$ cat src/rtl/core/lbt_pkg.sv
// ============================================================================
// lbt_pkg
// Shared types and constants for the live block tracker table.
// ============================================================================
`default_nettype none

package lbt_pkg;

    localparam int ADDR_W          = 48;
    localparam int SIZE_W          = 32;
    localparam int STATUS_W        = 2;
    localparam int LIVE_COUNT_W    = 10;
    localparam int BUSY_W          = 41;
    localparam int TABLE_DEPTH_DEF = 1024;

    typedef enum logic {
        CMD_INSERT = 1'b0,
        CMD_REMOVE = 1'b1
    } t_cmd;

    typedef enum logic [STATUS_W-1:0] {
        ST_OK        = 2'd0,
        ST_FULL      = 2'd1,
        ST_NOT_FOUND = 2'd2
    } t_status;

    // One table slot as stored in the slot memory.
    typedef struct packed {
        logic              used;
        logic              tomb;
        logic [ADDR_W-1:0] addr;
        logic [SIZE_W-1:0] size;
    } t_slot;

endpackage

`default_nettype wire

$ cat src/rtl/core/lbt_home_hash.sv
// ============================================================================
// lbt_home_hash
// Computes the home slot, block address modulo the table depth.
// ============================================================================
`default_nettype none

module lbt_home_hash
    import lbt_pkg::*;
#(
    parameter int DEPTH = TABLE_DEPTH_DEF,
    parameter int IDX_W = $clog2(DEPTH)
) (
    input  wire logic              i_clk,
    input  wire logic              i_rst_n,
    input  wire logic              i_start,
    input  wire logic [ADDR_W-1:0] i_addr,
    output logic                   o_done,
    output logic [IDX_W-1:0]       o_home
);

    localparam bit IS_POW2 = ((DEPTH & (DEPTH - 1)) == 0);

    generate
        if (IS_POW2) begin : g_mask
            // A power-of-two depth takes the low address bits directly.
            logic             r_done;
            logic [IDX_W-1:0] r_home;

            always_ff @(posedge i_clk) begin
                if (!i_rst_n) begin
                    r_done <= 1'b0;
                end else begin
                    r_done <= i_start;
                end
                if (i_start) begin
                    r_home <= i_addr[IDX_W-1:0];
                end
            end

            assign o_done = r_done;
            assign o_home = r_home;
        end else begin : g_nibble
            // Long division by the depth, one address nibble per cycle, most
            // significant first. Each step subtracts the largest multiple of
            // the depth that fits, picked from fifteen parallel compares.
            localparam int NIBBLES = ADDR_W / 4;
            localparam int STEP_W  = $clog2(NIBBLES);
            localparam int TRIAL_W = IDX_W + 4;

            logic               r_run;
            logic               r_done;
            logic [STEP_W-1:0]  r_step;
            logic [ADDR_W-1:0]  r_shift;
            logic [IDX_W-1:0]   r_rem;
            logic [TRIAL_W-1:0] w_trial;
            logic [TRIAL_W-1:0] w_red;
            logic               w_last;

            assign w_trial = {r_rem, r_shift[ADDR_W-1 -: 4]};
            assign w_last  = (r_step == STEP_W'(NIBBLES - 1));

            always_comb begin
                w_red = w_trial;
                for (int j = 1; j < 16; j++) begin
                    if (w_trial >= TRIAL_W'(j * DEPTH)) begin
                        w_red = w_trial - TRIAL_W'(j * DEPTH);
                    end
                end
            end

            always_ff @(posedge i_clk) begin
                if (!i_rst_n) begin
                    r_run  <= 1'b0;
                    r_done <= 1'b0;
                    r_step <= '0;
                end else begin
                    r_done <= r_run && !i_start && w_last;
                    if (i_start) begin
                        r_run  <= 1'b1;
                        r_step <= '0;
                    end else if (r_run) begin
                        r_step <= r_step + 1'b1;
                        if (w_last) begin
                            r_run <= 1'b0;
                        end
                    end
                end
                if (i_start) begin
                    r_shift <= i_addr;
                    r_rem   <= '0;
                end else if (r_run) begin
                    r_shift <= r_shift << 4;
                    r_rem   <= w_red[IDX_W-1:0];
                end
            end

            assign o_done = r_done;
            assign o_home = r_rem;
        end
    endgenerate

endmodule

`default_nettype wire

$ cat config.mk
export PLATFORM = sky130hd
export DESIGN_NAME = lbt_home_hash
export DESIGN_NICKNAME = d
export VERILOG_FILES = /design/src/rtl/core/lbt_pkg.sv /design/src/rtl/core/lbt_home_hash.sv
export SDC_FILE = /design/constraint.sdc
export NUM_CORES = 1
export LEC_CHECK = 0
export BUFFER_PORTS_ARGS = -buffer_cell sky130_fd_sc_hd__clkbuf_2
export CORE_MARGIN = 2
export CORE_UTILIZATION = 25
export CTS_CLUSTER_DIAMETER = 150
export DETAILED_ROUTE_END_ITERATION = 6
export HOLD_SLACK_MARGIN = 0.03
export PLACE_DENSITY = 0.83
export SYNTH_ARGS = -nofsm -noshare
export SYNTH_HDL_FRONTEND = slang
export SYNTH_SLANG_ARGS = --single-unit
$ cat constraint.sdc
create_clock -name i_clk -period 1.3 [get_ports i_clk]
set_clock_uncertainty 0.15 [all_clocks]
set_input_delay 0.195 -clock i_clk [delete_from_list [all_inputs] [get_ports i_clk]]
set_output_delay 0.195 -clock i_clk [all_outputs]
set_load 0.005 [all_outputs]
# Yosys cells after proc, flatten, opt, wreduce, memory -nomap -nowiden
# Cells that the tools add are included.
[word_totals] in_bits=51 wordCells=2 output_inout_bits=11 regBits=11

# Depth between registers and ports, before layout
# Gate-level depths: netlist of run 1.
[logic_depth] depth_word=0 ltp_mapped=1 depth_no_buf=1

# Worst setup path after synthesis of run 1
# No wires, ideal clock.
[synth_path] path_kind="reg-to-output" from="reg g_mask.r_home[0], in the netlist o_home[0]" to="out o_home[0]" path_buffers=0 t_required_ns=0.955 arrival_time_ns=0.355 path_stages_with_launch=1 setup_slack_ns=0.600 cell_sequence="edfxtp_1"
[synth_rtl] element="from (decl)" line="lbt_home_hash.sv:27" rtl="logic [IDX_W-1:0] r_home;"
[synth_rtl] element="from (signal assigned)" line="lbt_home_hash.sv:36" rtl="r_home <= i_addr[IDX_W-1:0];"
[synth_rtl] element="to (decl)" line="lbt_home_hash.sv:18" rtl="output logic [IDX_W-1:0] o_home"
# No word-level cell between the ends.

# Final worst setup path of run 1
[layout_path] from="reg g_mask.r_home[1], in the netlist o_home[1]" to="out o_home[1]"
# No word-level cell between the ends.

==> flow_metrics.env, run 1 <==
export IMPL_synth_nets=63
export IMPL_synth_cells=12
export IMPL_port_buffer_count=23
export IMPL_final_hold_violation_count=0
export IMPL_drv_slew=0
export IMPL_synth_most_common_cell="edfxtp_1"
export IMPL_initialDrtViolationCount=1
export IMPL_fp_dieH_um=40.1
export IMPL_cp_start_kind="flop"
export IMPL_ys_types=3
export IMPL_synthXorXnorAreaFrac_pct=0
export IMPL_internal_power_mw=0.585
export IMPL_relSlewSlack_pct=83.3
export IMPL_path_cells="clkbuf_2"
export IMPL_grt_setup_unrepaired="false"
export IMPL_synth_top_family_by_area="simple AND/OR/NAND/NOR gates"
export IMPL_synth_simple_area_share_pct=1.92
export IMPL_yosys_area_top_type="edfxtp_1"
export IMPL_cts_setup_buffers=0
export IMPL_fill_cells=102
export IMPL_avgSynthCellArea_um2=27.2
export IMPL_synth_compound_area_share_pct=0
export IMPL_ys_ff_latch=11
export IMPL_cts_sinks=11
export IMPL_synth_top_flop_cell="edfxtp_1"
export IMPL_worstSetupPathType="flop to output port"
export IMPL_hold_buffers=11
export IMPL_cts_root_buf="clkbuf_4"
export IMPL_finalSetupViolations=0
export IMPL_antenna_found_initial=0
export IMPL_placed_cells=50
export IMPL_vias=262
export IMPL_final_core_util_pct=47.7
export IMPL_share_seq_of_total_power_pct=58.5
export IMPL_wire_per_inst_um=12.8
export IMPL_h_tree_depth=1
export IMPL_grt_pass1_wl_mm=1.10
export IMPL_overflow=0
export IMPL_crit_buf_inv=1
export IMPL_die_w_um=40.1
export IMPL_max_freq_mhz=899
export IMPL_fp_coreArea_um2=1250
export IMPL_initial_utilization_pct=26.1
export IMPL_grt_pass1_vias=263
export IMPL_worstHoldStart="i_start"
export IMPL_swShare_pct=19.3
export IMPL_vias_per_cell=4.03
export IMPL_cts_tree="done"
export IMPL_area_delta_synth_final_pct=82.8
export IMPL_grt_usage_pct=11.7
export IMPL_cts_resized=0
export IMPL_synthAdderAreaFrac_pct=0
export IMPL_yosys_top_cells_count="edfxtp_1, and2_1, dfxtp_1"
export IMPL_cts_made_buffers=3
export IMPL_outcome="completed"
export IMPL_async_flop_share_pct=0
export IMPL_clkTransAtPathRegs_ns=0.06
export IMPL_synth_seq_area_share_pct=98.1
export IMPL_synth_mux_area_share_pct=0
export IMPL_arrival_ns=0.77
export IMPL_cp_depth=1
export IMPL_fin_cells=65
export IMPL_synth_area_leaders="edfxtp_1, dfxtp_1, and2_1"
export IMPL_combPwrFrac_pct=11.1
export IMPL_ant_nets=0
export IMPL_synth_edf_count=10
export IMPL_max_stage_delay_ns=0.39
export IMPL_routabilityCongestion=0.688
export IMPL_synth_top_area_share_pct=92.0
export IMPL_drt_pass1_iter_count=2
export IMPL_cpMaxStageDelayCell="edfxtp_1"
export IMPL_ioPinCount=62
export IMPL_worst_pin_slew_ns=0.250
export IMPL_crit_path_end_kind="output port"
export IMPL_power_density_nw_per_um2=1210
export IMPL_whs_endpoint="o_home[7]"
export IMPL_drc_errors=0
export IMPL_cts_buffer_depth=2
export IMPL_p_switching_mw=0.140
export IMPL_hp_class="input port to flop"
export IMPL_min_path_cells=1
export IMPL_grt_start_max_net_pins=12
export IMPL_timing_max_cap_violations=0
export IMPL_num_rows=13
export IMPL_wl_um=833
export IMPL_power_total_mw=0.725
export IMPL_vdd_drop_max_v=0.000717
export IMPL_fin_crit_sh_pct=85.6
export IMPL_tns_ns=0
export IMPL_insertedDiodeCount=0
export IMPL_fin_nets=102
export IMPL_crit_family="flip-flops"
export IMPL_die_area_um2=1610
export IMPL_leakagePower_nw=0.266
export IMPL_critPathRequiredTime_ns=0.95
export IMPL_drive_gt1_share_pct=52.0
export IMPL_ys_warn_count=0
export IMPL_crit_fanout=1
export IMPL_syn_area_um2=327
export IMPL_power_frac_clock_pct=30.5
export IMPL_period_minus_slack_ns=1.11
==> flip-flops by register name (all words and copies together) (netlist names) <==
| name | flops |
|---|---|
| o_home | 10 |
| o_done | 1 |
==> worst max path at each step <==
stage / start / end / slack, ns
4_1_cts: o_home[8] / o_home[8] / 0.18
6_report: o_home[1] / o_home[1] / 0.19
5_1_grt: o_home[1] / o_home[1] / 0.17
2_1_floorplan: o_home[0] / o_home[0] / 0.60
3_3_place_gp: i_start / o_home[8] / 0.41
3_5_place_dp: i_start / o_home[6] / 0.40
==> placed cells by master (no fill, tap or decap) <==
master,Yosys,layout
clkbuf_2,0,23
dlygate4sd3_1,0,11
edfxtp_1,10,10
clkbuf_4,0,3
and2_1,1,1
clkbuf_1,0,1
dfxtp_1,1,1
==> through the flow <==
step | worst slack (ns) | instance area, um2 | hold slack (ns)
floorplan | 0.600 | 327 | 0.144
global placement | 0.411 | 460 | 0.223
detailed placement | 0.396 | 460 | 0.224
CTS | 0.177 | 597 | 0.178
global route | 0.166 | 597 | 0.201
finish | 0.187 | 597 | 0.187
==> cell families (layout without fill, tap and decap cells) <==
| group | after synthesis | after routing |
|---|---|---|
| flops | 11 | 11 |
| simple gates | 1 | 1 |
| buf+inv | 0 | 38 |
==> power by group through the flow <==
stage	Sequential (mW)	Combinational [mW]	Clock [mW]
detailed placement	0.432	0.0540	0
global route	0.425	0.0884	0.241
finish	0.424	0.0801	0.221
CTS	0.424	0.0792	0.229
floorplan	0.434	0.000987	0
global placement	0.432	0.0523	0
==> area by class of cell <==
type                    count  area, um2  area share, %
multi-input cells           1       6.26           1.05
repair buffers             34        225           37.7
clock buffers               4       26.3           4.40
well taps                  15       18.8           3.14
flip-flops and latches     11        320           53.7
==> metal layers <==
metal / GRT usage [%] / vias to the layer above / share of wire (%)
met1: 13.7 / 112 / 41
li1: - / 122 / -
met4: 10.3 / 0 / 1.9
met2: 17.7 / 26 / 45
met3: 2.78 / 2 / 12
met5: 0 / - / 0
Note: power is estimated with default switching activity, not from simulation.
==> inputs of run 2 (changes only) <==
- CORE_MARGIN: 2 -> 1.5
==> flow_metrics.env, run 2 (synthesized netlist as in run 1, its figures left out) <==
export IMPL_outcome="completed"
export IMPL_overflow=0
export IMPL_vdd_drop_max_v=0.000681
export IMPL_vias=250
export IMPL_path_cells="clkbuf_2"
export IMPL_initialDrtViolationCount=7
export IMPL_cts_buffer_depth=2
export IMPL_cpMaxStageDelayCell="edfxtp_1"
export IMPL_max_stage_delay_ns=0.38
export IMPL_antenna_found_initial=0
export IMPL_cts_resized=0
export IMPL_largest_reg_flops=10
export IMPL_hp_class="input port to flop"
export IMPL_grt_pass1_wl_mm=1.03
export IMPL_power_density_nw_per_um2=1220
export IMPL_leakagePower_nw=0.266
export IMPL_period_minus_slack_ns=1.11
export IMPL_grt_setup_unrepaired="false"
export IMPL_timing_max_cap_violations=0
export IMPL_insertedDiodeCount=0
export IMPL_cts_setup_buffers=0
export IMPL_worstSetupPathType="flop to output port"
export IMPL_whs_endpoint="o_home[7]"
export IMPL_finalSetupViolations=0
export IMPL_tns_ns=0
export IMPL_fill_cells=98
export IMPL_cp_start_kind="flop"
export IMPL_mostFrequentLayoutCells="clkbuf_2, dlygate4sd3_1, edfxtp_1, clkbuf_4"
export IMPL_wl_um=693
export IMPL_drive_gt1_share_pct=52.0
export IMPL_worstHoldStart="i_start"
export IMPL_area_delta_synth_final_pct=82.4
export IMPL_cts_tree="done"
export IMPL_drt_pass1_iter_count=4
export IMPL_fin_crit_sh_pct=85.4
export IMPL_worst_pin_slew_ns=0.243
export IMPL_crit_family="flip-flops"
export IMPL_h_tree_depth=1
export IMPL_final_hold_violation_count=0
export IMPL_final_core_util_pct=51.5
export IMPL_crit_buf_inv=1
export IMPL_max_freq_mhz=901
export IMPL_die_w_um=39.1
export IMPL_grt_pass1_vias=259
export IMPL_min_path_cells=1
export IMPL_fin_nets=102
export IMPL_num_rows=12
export IMPL_relSlewSlack_pct=83.8
export IMPL_ioPinCount=62
export IMPL_arrival_ns=0.77
export IMPL_routabilityCongestion=0.666
export IMPL_cts_made_buffers=3
export IMPL_crit_path_end_kind="output port"
export IMPL_drv_slew=0
export IMPL_grt_usage_pct=11.0
export IMPL_fp_dieH_um=39.1
export IMPL_grt_start_max_net_pins=12
export IMPL_clkTransAtPathRegs_ns=0.07
export IMPL_port_buffer_count=23
export IMPL_cts_root_buf="clkbuf_4"
export IMPL_fp_coreArea_um2=1160
export IMPL_die_area_um2=1530
export IMPL_mostFrequentLayoutCell="clkbuf_2"
export IMPL_drc_errors=0
export IMPL_critPathRequiredTime_ns=0.95
export IMPL_initial_utilization_pct=28.2
export IMPL_vias_per_cell=3.91
export IMPL_ant_nets=0
export IMPL_crit_fanout=1
export IMPL_cts_sinks=11
export IMPL_wire_per_inst_um=10.8
[run 2: cell counts in the layout (fill, tap and decap cells not counted)]
Identical to the previous run, type by type.
[run 2: report_power, final]
group | internal, mW | switching, mW | total, mW
Combinational | 0.0507 | 0.0270 | 0.0778
Clock | 0.118 | 0.107 | 0.226
Sequential | 0.415 | 0.00697 | 0.422
Total | 0.584 | 0.141 | 0.726
[run 2: layout make-up]
cell class / count / area (um2) / area share [%]
clock buffer: 4 / 26.3 / 4.41
tap: 14 / 17.5 / 2.94
timing repair buffer: 34 / 225 / 37.8
sequential: 11 / 320 / 53.8
multi-input combinational: 1 / 6.26 / 1.05
[run 2: worst max path at each step]
stage                   start   endpoint  depth (start not counted)
detailed placement    i_start  o_home[5]                          1
CTS                 o_home[9]  o_home[9]                          1
finish              o_home[0]  o_home[0]                          1
global placement      i_start  o_home[9]                          1
floorplan           o_home[0]  o_home[0]                          0
global route        o_home[0]  o_home[0]                          1
[run 2: what timing repair did]
item / in CTS / in global routing
hold endpoints to repair: 11 / 0
hold buffers: 11 / 0
endpoints found under the setup margin: 0 / 0
[run 2: metal layers]
| metal | wire (um) | global-route usage (%) |
|---|---|---|
| met1 | 251 | 13.6 |
| met2 | 365 | 15.8 |
| met3 | 71 | 1.73 |
| met4 | 6 | 10.3 |
| met5 | 0 | 0 |
[run 2: per-stage QoR]
stage / cells / hold WS, ns / power, mW / setup WS, ns / area, um2
after global routing: 64 / 0.197 / 0.757 / 0.160 / 596
after detailed placement: 49 / 0.224 / 0.483 / 0.390 / 459
final: 64 / 0.182 / 0.726 / 0.190 / 596
after global placement: 49 / 0.224 / 0.481 / 0.398 / 459
after CTS: 64 / 0.183 / 0.732 / 0.185 / 596
after floorplan: 12 / 0.144 / 0.435 / 0.600 / 327
